==> src/rtl/bqif_pkg.sv <==
// Shared types, constants and helpers for the biquad IIR filter core.
package bqif_pkg;

  localparam int SAMPLE_WIDTH   = 24;
  localparam int COEF_WIDTH     = 25;
  localparam int COEF_FRAC_BITS = 22;
  localparam int GAIN_WIDTH     = 24;
  localparam int GAIN_FRAC_BITS = 20;
  localparam int APB_DATA_WIDTH = 32;
  localparam int APB_ADDR_WIDTH = 5;
  localparam int REG_IDX_WIDTH  = 3;

  // one shared multiplier: coefficient (or zero-extended gain) times sample
  localparam int PROD_WIDTH = COEF_WIDTH + SAMPLE_WIDTH;
  // five products summed: three guard bits
  localparam int ACC_WIDTH  = PROD_WIDTH + 3;

  localparam logic signed [ACC_WIDTH-1:0] ACC_HALF =
    {{(ACC_WIDTH-1){1'b0}}, 1'b1} << (COEF_FRAC_BITS - 1);
  localparam logic signed [ACC_WIDTH-1:0] GAIN_HALF =
    {{(ACC_WIDTH-1){1'b0}}, 1'b1} << (GAIN_FRAC_BITS - 1);
  localparam logic signed [ACC_WIDTH-1:0] SAMPLE_MAX =
    {{(ACC_WIDTH-SAMPLE_WIDTH+1){1'b0}}, {(SAMPLE_WIDTH-1){1'b1}}};
  localparam logic signed [ACC_WIDTH-1:0] SAMPLE_MIN =
    {{(ACC_WIDTH-SAMPLE_WIDTH+1){1'b1}}, {(SAMPLE_WIDTH-1){1'b0}}};

  // register indexes on the config port
  localparam logic [REG_IDX_WIDTH-1:0] REG_FF0  = 3'd0;
  localparam logic [REG_IDX_WIDTH-1:0] REG_FF1  = 3'd1;
  localparam logic [REG_IDX_WIDTH-1:0] REG_FF2  = 3'd2;
  localparam logic [REG_IDX_WIDTH-1:0] REG_FB1  = 3'd3;
  localparam logic [REG_IDX_WIDTH-1:0] REG_FB2  = 3'd4;
  localparam logic [REG_IDX_WIDTH-1:0] REG_GAIN = 3'd5;

  localparam logic signed [COEF_WIDTH-1:0] FF0_RESET  = 25'sd4194304;
  localparam logic [GAIN_WIDTH-1:0]        GAIN_RESET = 24'd1048576;

  typedef struct packed {
    logic signed [COEF_WIDTH-1:0] ff0;
    logic signed [COEF_WIDTH-1:0] ff1;
    logic signed [COEF_WIDTH-1:0] ff2;
    logic signed [COEF_WIDTH-1:0] fb1;
    logic signed [COEF_WIDTH-1:0] fb2;
    logic [GAIN_WIDTH-1:0]        gain;
  } cfg_t;

  typedef enum logic [2:0] {
    TAP_FF0  = 3'd0,
    TAP_FF1  = 3'd1,
    TAP_FF2  = 3'd2,
    TAP_FB1  = 3'd3,
    TAP_FB2  = 3'd4,
    TAP_GAIN = 3'd5
  } tap_t;

  typedef enum logic [2:0] {
    ST_IDLE,
    ST_MAC,
    ST_DRAIN,
    ST_UPDATE,
    ST_GAIN,
    ST_OUT
  } state_t;

  typedef struct packed {
    logic load_x;
    logic mul_en;
    tap_t tap;
    logic acc_clr;
    logic acc_en;
    logic update;
    logic out_load;
  } dp_cmd_t;

  typedef struct packed {
    logic out_free;
  } dp_stat_t;

  function automatic logic signed [SAMPLE_WIDTH-1:0] sat_sample(
    input logic signed [ACC_WIDTH-1:0] v
  );
    logic signed [ACC_WIDTH-1:0] c;
    if (v > SAMPLE_MAX) begin
      c = SAMPLE_MAX;
    end else if (v < SAMPLE_MIN) begin
      c = SAMPLE_MIN;
    end else begin
      c = v;
    end
    return c[SAMPLE_WIDTH-1:0];
  endfunction

endpackage

==> src/rtl/biquad_iir_filter_core.sv <==
// Top level of the biquad IIR filter core (direct form I).
//
// Usage:
//  - s_axis: one signed 24-bit sample per word. m_axis: one filtered,
//    gain-scaled, saturated 24-bit sample per input word, in order.
//  - APB port: six registers at byte offsets 0x00..0x14 (ff0, ff1, ff2,
//    fb1, fb2 in Q3.22, gain in unsigned Q4.20). Write only while idle.
//  - One multiplier is shared over the five taps and the gain, so a sample
//    passes these steps before the next one is taken: 1 accept, 5 tap
//    multiplies, 1 final accumulate, 1 round/saturate and delay update,
//    1 gain multiply, 1 output load.
//  - The output register holds a finished word while m_axis stalls; the
//    core stays in its output step until that register can be loaded, and
//    takes no new sample meanwhile.
//  - Reset (rst, synchronous) clears the delay line, drops m_axis_tvalid
//    and sets ff0 = 1.0, gain = 1.0, the other coefficients to zero.
module biquad_iir_filter_core (
  input  logic                                     clk,
  input  logic                                     rst,
  // s_axis_tdata: [23:0] sample_in
  input  logic                                     s_axis_tvalid,
  output logic                                     s_axis_tready,
  input  logic signed [bqif_pkg::SAMPLE_WIDTH-1:0] s_axis_tdata,
  // m_axis_tdata: [23:0] sample_out
  output logic                                     m_axis_tvalid,
  input  logic                                     m_axis_tready,
  output logic signed [bqif_pkg::SAMPLE_WIDTH-1:0] m_axis_tdata,
  input  logic                                     psel,
  input  logic                                     penable,
  input  logic                                     pwrite,
  input  logic [bqif_pkg::APB_ADDR_WIDTH-1:0]      paddr,
  input  logic [bqif_pkg::APB_DATA_WIDTH-1:0]      pwdata,
  output logic [bqif_pkg::APB_DATA_WIDTH-1:0]      prdata,
  output logic                                     pready
);
  import bqif_pkg::*;

  cfg_t     cfg;
  dp_cmd_t  cmd;
  dp_stat_t stat;

  bqif_regs u_regs (
    .clk     (clk),
    .rst     (rst),
    .psel    (psel),
    .penable (penable),
    .pwrite  (pwrite),
    .paddr   (paddr),
    .pwdata  (pwdata),
    .prdata  (prdata),
    .pready  (pready),
    .cfg     (cfg)
  );

  // sequencer: accepts a word only in its idle step
  bqif_ctrl u_ctrl (
    .clk      (clk),
    .rst      (rst),
    .in_valid (s_axis_tvalid),
    .in_ready (s_axis_tready),
    .stat     (stat),
    .cmd      (cmd)
  );

  bqif_datapath u_dp (
    .clk     (clk),
    .rst     (rst),
    .cfg     (cfg),
    .cmd     (cmd),
    .stat    (stat),
    .x_in    (s_axis_tdata),
    .y_out   (m_axis_tdata),
    .y_valid (m_axis_tvalid),
    .y_ready (m_axis_tready)
  );

endmodule

==> src/rtl/bqif_regs.sv <==
// Configuration register file with APB-style access.
module bqif_regs (
  input  logic                                    clk,
  input  logic                                    rst,
  input  logic                                    psel,
  input  logic                                    penable,
  input  logic                                    pwrite,
  input  logic [bqif_pkg::APB_ADDR_WIDTH-1:0]     paddr,
  input  logic [bqif_pkg::APB_DATA_WIDTH-1:0]     pwdata,
  output logic [bqif_pkg::APB_DATA_WIDTH-1:0]     prdata,
  output logic                                    pready,
  output bqif_pkg::cfg_t                          cfg
);
  import bqif_pkg::*;

  logic [REG_IDX_WIDTH-1:0] idx;
  logic                     wr;

  assign pready = 1'b1;
  assign idx    = paddr[APB_ADDR_WIDTH-1:2];
  assign wr     = psel & penable & pwrite & pready;

  always_ff @(posedge clk) begin
    if (rst) begin
      cfg.ff0  <= FF0_RESET;
      cfg.ff1  <= '0;
      cfg.ff2  <= '0;
      cfg.fb1  <= '0;
      cfg.fb2  <= '0;
      cfg.gain <= GAIN_RESET;
    end else if (wr) begin
      case (idx)
        REG_FF0:  cfg.ff0  <= $signed(pwdata[COEF_WIDTH-1:0]);
        REG_FF1:  cfg.ff1  <= $signed(pwdata[COEF_WIDTH-1:0]);
        REG_FF2:  cfg.ff2  <= $signed(pwdata[COEF_WIDTH-1:0]);
        REG_FB1:  cfg.fb1  <= $signed(pwdata[COEF_WIDTH-1:0]);
        REG_FB2:  cfg.fb2  <= $signed(pwdata[COEF_WIDTH-1:0]);
        REG_GAIN: cfg.gain <= pwdata[GAIN_WIDTH-1:0];
        default: ;
      endcase
    end
  end

  always_comb begin
    case (idx)
      REG_FF0:  prdata = {{(APB_DATA_WIDTH-COEF_WIDTH){1'b0}}, cfg.ff0};
      REG_FF1:  prdata = {{(APB_DATA_WIDTH-COEF_WIDTH){1'b0}}, cfg.ff1};
      REG_FF2:  prdata = {{(APB_DATA_WIDTH-COEF_WIDTH){1'b0}}, cfg.ff2};
      REG_FB1:  prdata = {{(APB_DATA_WIDTH-COEF_WIDTH){1'b0}}, cfg.fb1};
      REG_FB2:  prdata = {{(APB_DATA_WIDTH-COEF_WIDTH){1'b0}}, cfg.fb2};
      REG_GAIN: prdata = {{(APB_DATA_WIDTH-GAIN_WIDTH){1'b0}}, cfg.gain};
      default:  prdata = '0;
    endcase
  end

endmodule

==> src/rtl/bqif_ctrl.sv <==
// Sequencer for the biquad: steps the shared multiply-accumulate per sample.
module bqif_ctrl (
  input  logic                clk,
  input  logic                rst,
  input  logic                in_valid,
  output logic                in_ready,
  input  bqif_pkg::dp_stat_t  stat,
  output bqif_pkg::dp_cmd_t   cmd
);
  import bqif_pkg::*;

  state_t state, state_next;
  tap_t   tap, tap_next;

  always_ff @(posedge clk) begin
    if (rst) begin
      state <= ST_IDLE;
      tap   <= TAP_FF0;
    end else begin
      state <= state_next;
      tap   <= tap_next;
    end
  end

  // next state
  always_comb begin
    state_next = state;
    tap_next   = tap;
    case (state)
      ST_IDLE: begin
        tap_next = TAP_FF0;
        if (in_valid) begin
          state_next = ST_MAC;
        end
      end
      ST_MAC: begin
        tap_next = tap_t'(tap + 3'd1);
        if (tap == TAP_FB2) begin
          state_next = ST_DRAIN;
        end
      end
      ST_DRAIN:  state_next = ST_UPDATE;
      ST_UPDATE: state_next = ST_GAIN;
      ST_GAIN:   state_next = ST_OUT;
      ST_OUT: begin
        if (stat.out_free) begin
          state_next = ST_IDLE;
        end
      end
      default: state_next = ST_IDLE;
    endcase
  end

  // outputs; no word is taken while reset is held
  always_comb begin
    cmd      = '0;
    cmd.tap  = tap;
    in_ready = 1'b0;
    case (state)
      ST_IDLE: begin
        in_ready   = !rst;
        cmd.load_x = in_valid & !rst;
      end
      ST_MAC: begin
        cmd.mul_en  = 1'b1;
        cmd.acc_clr = (tap == TAP_FF0);
        cmd.acc_en  = (tap != TAP_FF0);
      end
      ST_DRAIN:  cmd.acc_en = 1'b1;
      ST_UPDATE: cmd.update = 1'b1;
      ST_GAIN: begin
        cmd.mul_en = 1'b1;
        cmd.tap    = TAP_GAIN;
      end
      ST_OUT:    cmd.out_load = stat.out_free;
      default: ;
    endcase
  end

endmodule

==> src/rtl/bqif_datapath.sv <==
// Biquad datapath: delay line, shared multiplier, accumulator, round and saturate.
module bqif_datapath (
  input  logic                                       clk,
  input  logic                                       rst,
  input  bqif_pkg::cfg_t                             cfg,
  input  bqif_pkg::dp_cmd_t                          cmd,
  output bqif_pkg::dp_stat_t                         stat,
  input  logic signed [bqif_pkg::SAMPLE_WIDTH-1:0]   x_in,
  output logic signed [bqif_pkg::SAMPLE_WIDTH-1:0]   y_out,
  output logic                                       y_valid,
  input  logic                                       y_ready
);
  import bqif_pkg::*;

  logic signed [SAMPLE_WIDTH-1:0] x, in_d1, in_d2, out_d1, out_d2;
  logic signed [COEF_WIDTH-1:0]   coef_op;
  logic signed [SAMPLE_WIDTH-1:0] samp_op;
  logic signed [PROD_WIDTH-1:0]   prod;
  logic                           prod_sub;
  logic signed [ACC_WIDTH-1:0]    acc, prod_ext;
  logic signed [ACC_WIDTH-1:0]    acc_sum, acc_rnd, gain_sum, gain_rnd;
  logic signed [SAMPLE_WIDTH-1:0] y_sat, r_sat;

  always_comb begin
    case (cmd.tap)
      TAP_FF0:  begin coef_op = cfg.ff0; samp_op = x;      end
      TAP_FF1:  begin coef_op = cfg.ff1; samp_op = in_d1;  end
      TAP_FF2:  begin coef_op = cfg.ff2; samp_op = in_d2;  end
      TAP_FB1:  begin coef_op = cfg.fb1; samp_op = out_d1; end
      TAP_FB2:  begin coef_op = cfg.fb2; samp_op = out_d2; end
      TAP_GAIN: begin
        coef_op = $signed({{(COEF_WIDTH-GAIN_WIDTH){1'b0}}, cfg.gain});
        samp_op = out_d1;
      end
      default:  begin coef_op = '0; samp_op = '0; end
    endcase
  end

  assign prod_ext = {{(ACC_WIDTH-PROD_WIDTH){prod[PROD_WIDTH-1]}}, prod};

  always_comb begin
    acc_sum  = acc + ACC_HALF;
    acc_rnd  = acc_sum >>> COEF_FRAC_BITS;
    y_sat    = sat_sample(acc_rnd);
    gain_sum = prod_ext + GAIN_HALF;
    gain_rnd = gain_sum >>> GAIN_FRAC_BITS;
    r_sat    = sat_sample(gain_rnd);
  end

  // sample load, multiplier stage, accumulate, then output load
  always_ff @(posedge clk) begin
    if (cmd.load_x) begin
      x <= x_in;
    end
    if (cmd.mul_en) begin
      prod     <= coef_op * samp_op;
      prod_sub <= (cmd.tap == TAP_FB1) || (cmd.tap == TAP_FB2);
    end
    if (cmd.acc_clr) begin
      acc <= '0;
    end else if (cmd.acc_en) begin
      acc <= prod_sub ? acc - prod_ext : acc + prod_ext;
    end
    if (cmd.out_load) begin
      y_out <= r_sat;
    end
  end

  always_ff @(posedge clk) begin
    if (rst) begin
      in_d1  <= '0;
      in_d2  <= '0;
      out_d1 <= '0;
      out_d2 <= '0;
    end else if (cmd.update) begin
      in_d2  <= in_d1;
      in_d1  <= x;
      out_d2 <= out_d1;
      out_d1 <= y_sat;
    end
  end

  always_ff @(posedge clk) begin
    if (rst) begin
      y_valid <= 1'b0;
    end else if (cmd.out_load) begin
      y_valid <= 1'b1;
    end else if (y_ready) begin
      y_valid <= 1'b0;
    end
  end

  assign stat.out_free = !y_valid || y_ready;

endmodule

==> config.mk <==
export PLATFORM = sky130hd
export DESIGN_NAME = biquad_iir_filter_core
export DESIGN_NICKNAME = d
export VERILOG_FILES = /design/src/rtl/bqif_pkg.sv /design/src/rtl/biquad_iir_filter_core.sv /design/src/rtl/bqif_regs.sv /design/src/rtl/bqif_ctrl.sv /design/src/rtl/bqif_datapath.sv
export SDC_FILE = /design/constraint.sdc
export NUM_CORES = 2
export LEC_CHECK = 0
export BUFFER_PORTS_ARGS = -buffer_cell sky130_fd_sc_hd__buf_4
export CORE_ASPECT_RATIO = 0.8
export CORE_UTILIZATION = 65
export CTS_CLUSTER_SIZE = 14
export DETAILED_ROUTE_END_ITERATION = 6
export GPL_TIMING_DRIVEN = 0
export PLACE_DENSITY_LB_ADDON = 0.05
export SLEW_MARGIN = 0
export SYNTH_ARGS = -nofsm -noshare
export SYNTH_HDL_FRONTEND = slang
export SYNTH_HIERARCHICAL = 1
export SYNTH_SLANG_ARGS = --single-unit
export TNS_END_PERCENT = 10
==> constraint.sdc <==
create_clock -name clk -period 11 [get_ports clk]
set_clock_uncertainty 0.05 [all_clocks]
set_input_delay 0 -clock clk [delete_from_list [all_inputs] [get_ports clk]]
set_output_delay 0 -clock clk [all_outputs]
set_load 0.1 [all_outputs]
* Word level (Yosys, flattened, before mapping)
Index checks and enable logic that the tools add are counted.
** Word-level totals
- Bits in registers :: 402
- Input port bits :: 68
- Output and inout port bits :: 59
- Word-level logic and storage cells :: 92
** Operators by class
- Add/subtract/negate cells :: 5
- $mul :: 1
- $lt $le $gt $ge :: 4
- Eq/ne operators :: 19
- Multiplexer cells :: 22
- Bitwise gates (word level) :: 3
- Reduce and logical (&&, ||, !) cells :: 20
** Operators by type and width (number)
- $pmux W25 S6 :: 2
- $pmux W24 S5 :: 1
- $mux W24 :: 3
- $gt A30 B24 Y1 const B :: 2
- $lt A30 B24 Y1 const B :: 2
- $add A52 B23 Y52 const B :: 1
- $add A52 B49 Y52 :: 1
- $mux W52 :: 1
- $sub A52 B49 Y52 :: 1
- $add A49 B21 Y50 const B :: 1
- $mul A25 B24 Y49 :: 1
- $eq A3 B3 Y1 const B :: 7
- $eq A3 B2 Y1 const B :: 6
- $pmux W3 S6 :: 1
- $logic_not A3 Y1 :: 4
- $mux W3 :: 4
- $reduce_and A2 Y1 :: 6
- $eq A3 B1 Y1 const B :: 3
- $mux W1 :: 8
- $pmux W3 S2 :: 1
- $ne A2 B1 Y1 const B :: 2
- $reduce_bool A2 Y1 :: 2
- $reduce_or A2 Y1 :: 2
- $add A3 B1 Y3 const B :: 1
- 7 further kinds :: 11

* Depth between registers and ports, before layout
- Word-level depth :: 6
- Depth in mapped cells :: 41
- Mapped depth without buffers :: 34

* By module
The synthesis kept the hierarchy.
** Modules (own cells, without submodules)
- bqif_datapath :: instances 1, cells an instance 4128, area an instance 36607.6 um2, seq. area each 5925.7 um2
- bqif_regs :: instances 1, cells an instance 745, area an instance 7170.6 um2, seq. area each 2982.9 um2
- bqif_ctrl :: instances 1, cells an instance 53, area an instance 435.4 um2, seq. area each 120.1 um2

* Worst setup path before layout
OpenSTA, ideal clock, no wires.
- Path kind :: register to register
- From :: reg u_ctrl.state[2]
- To :: reg u_dp.prod[48] (data pin)
- Setup time :: 0.260 ns
- Arrival :: 8.932 ns
- Required time :: 10.690 ns
- Setup slack :: 1.759 ns
- Cell stages (with the launch flop) :: 35
- Clock period less this slack :: 9.241 ns
- Cells stage by stage :: dfxtp_1 nand2b_1 nor2_1 nor2_1 clkbuf_1 nor3b_1 clkbuf_1 clkbuf_1 buf_1 a22oi_1 nand3_1 clkbuf_1 nand2_1 fa_1 fa_1 inv_1 fa_1 fa_1 fa_1 fa_1 inv_1 fa_1 inv_1 ha_1 clkbuf_1 a21oi_1 o21ai_0 o21ai_0 nand2_1 o41ai_2 o21ai_1 a21boi_1 o21ai_0 a21oi_1 xnor2_1
** RTL lines
- start, declared :: line bqif_ctrl.sv:12 : state_t state, state_next;
- start signal, assigned :: line bqif_ctrl.sv:20 : state <= state_next;
- end signal, assigned :: line bqif_datapath.sv:56 : prod <= coef_op * samp_op;
- end, declared :: line bqif_datapath.sv:18 : logic signed [PROD_WIDTH-1:0] prod;

==> metrics.txt <==
status=finished with violations; CP required=11.24 ns; post-route ant nets=0; Reg2Reg Capture Point=u_dp/prod[44]; Critical Path Source=u_ctrl/state[0]; Hold/Removal Path Class=primary input to flip-flop; post-synth cell types=90; Synth top area share=28.5%; maximum vdd ir drop=0.137 mV; Min Hold Slack=0.0636 ns; sequential share of the synthesized area=20.4%; count leader, synth=inv_1; synth warn=6; CTS root buf=clkbuf_16; Top Family by Delay on Critical Path=adder cells; dpl cell area=46300 µm²; Die Height=235 µm; ratio of cells with drive above 1 in the final layout=8.77%; crit-path max cell delay=0.68 ns; Leakage=22.2 nW; Via density=6.22; Final Hold Viols=0; initial antenna violation count=4; input/output buffers=108; final worst slack=-0.0249 ns; DP Wirelength=117000 µm; worst setup path category=flip-flop to flip-flop; Final TNS setup=-0.0249 ns; Routed wire per std cell=24.4 µm; placed cell count=5963; Detailed Route WL=149000 µm; Starting Density=65.7%; Slew headroom=4.17%; Core Box Area=67300 µm²; Finished Cell Area=48800 µm²; IO Count=127; Post-synth EDFFs=98; largest area contributor in the netlist=fa_1; router iterations before antenna repair=6; MaxCap Viol Count=0; worst r2r path cells=33; via count=38000; total grt overflow=0; pin slew with the least headroom to its limit=1.44 ns; Power Dens Cells=105 nW/µm²; most used cell, CP=fa_1; FMAX=0.0907 GHz; CTS tree=built; fin cells=6104; hold depth=2; area grow syn2layout=10.3%; Clock Path Buffers=3; H-tree depth=2; cell row count=85; die area=69100 µm²; synth top area cells=fa_1, dfxtp_1, edfxtp_1; Final Util=72.5%; crit share post-route=100%; r2r setup slk=-0.02 ns; clk sink count=402; total power=5.10 mW; critical path arrival=11.26 ns; synth cell count leaders=inv_1, fa_1, nand2_1; Critical Path Source Type=flip-flop; failing checks=negative setup slack; synthesized instance count=4926; Critical Path End Type=flip-flop; RePlAce Congestion=1.04; sum of buffers and inverters on the critical path=11; DRC errors left=0; Post-synth top flop=dfxtp_1; fin nets=6043; CP max-delay cell=fa_2; Tmin final=11.02 ns; maximum fanout along the worst path=10; clock-pin slew on the worst setup and hold paths=0.06 ns; Critical Path End=u_dp/prod[44]; GRT Util Overall=43.8%; Slew Viols, Final=0; Crit. path cell count=33; mapped cell area=44200 µm²; vias in the first global route=37500; first-pass GRT wire length=225000 µm; worst-skew pair later-pin latency=0.60 ns; largest net degree at the start of global routing=37; Die Span X=294 µm; RR Startpoint=u_ctrl/state[0]; Initial DRC Count=4423; setup slack at placement=-3.00 ns; synthesized area per cell=8.98 µm²; FFs w/ async S/R, synth=0%; flops & latches, synth=402; final setup violating endpoints=1; cts bufs inserted=44
==> layer usage <==
metal  vias to the layer above  wire length, µm  global-route usage [%]  share of wire [%]
li1                      16400                -                       -                  -
met1                     18600            56700                    58.3                 38
met2                      2399            63800                    64.6                 43
met3                       547            18400                    11.9                 12
met4                         6            10200                    25.3                6.8
met5                         -               75                   0.557              0.050
==> registers in the layout, indices dropped and copies added (netlist names) <==
name	cells
u_dp/y_valid	1
u_dp/out_d2	24
u_dp/prod_sub	1
u_dp/in_d2	24
u_dp/acc	52
u_ctrl/state	3
u_ctrl/tap	3
u_dp/x	24
u_dp/out_d1	24
u_dp/y_out	24
u_regs/cfg	149
u_dp/in_d1	24
u_dp/prod	49
==> worst register-to-register path, delay by kind of cell (launching register included) <==
kind            cells  cell delay, ns
buf+inv            11            2.65
fa+ha+maj           8            4.15
flops               1            0.45
xor+xnor            1            0.68
compound gates      8            1.62
simple gates        5            1.11
==> layout make-up <==
type	count	area, µm²
clock buffer	55	1230
antenna	3	7.51
buffer	289	1380
sequential	402	9030
tap	913	1140
timing repair buffer	180	1490
clock inverter	27	300
inverter	744	2800
multi-input combinational	3491	31400
fill	5309	18500
==> power by group <==
group | total, mW | switching [mW] | internal (mW)
Clock | 1.59 | 0.667 | 0.921
Sequential | 1.70 | 0.0940 | 1.61
Combinational | 1.81 | 1.18 | 0.636
==> cell families after synthesis <==
logic type / after synthesis / share of synthesized area [%]
adder cells (fa/ha/maj): 823 / 34.0
buffers and inverters: 1039 / 9.22
XOR/XNOR: 192 / 3.80
AND/OR/NAND/NOR: 1468 / 15.5
other: 2 / 0.0170
AO/OA/AOI/OAI: 731 / 10.9
multiplexers: 269 / 6.21
flip-flops: 402 / 20.4
==> layout by cell type, fill, tap and decap left out, drive strengths merged, types with 147 or more instances in the layout <==
| cell | n |
|---|---|
| clkbuf | 271 |
| ha | 193 |
| mux2i | 227 |
| nand2 | 541 |
| buf | 196 |
| inv | 746 |
| nor2 | 400 |
| dfxtp | 304 |
| xnor2 | 147 |
| nand2b | 153 |
| fa | 630 |
| a21oi | 212 |
==> worst min-delay path by stage <==
stage / startpoint / to / slack [ns]
floorplan: rst / u_ctrl/state[0] / 0.02
detailed placement: s_axis_tdata[5] / u_dp/x[5] / 0.13
global route: s_axis_tdata[16] / u_dp/x[16] / 0.06
global placement: s_axis_tdata[19] / u_dp/x[19] / 0.13
CTS: s_axis_tdata[16] / u_dp/x[16] / 0.04
finish: s_axis_tdata[16] / u_dp/x[16] / 0.06
==> what timing repair did <==
| action | in CTS | in global routing |
|---|---|---|
| hold buffers | 56 | 0 |
| endpoints found under the setup margin | 35 | 14 |
| setup buffers | 1 | 4 |
| endpoints found under the hold margin | 180 | 0 |
| resized for setup | 101 | 65 |
| pin swaps | 0 | 1 |
(Power assumes the default switching activity.)
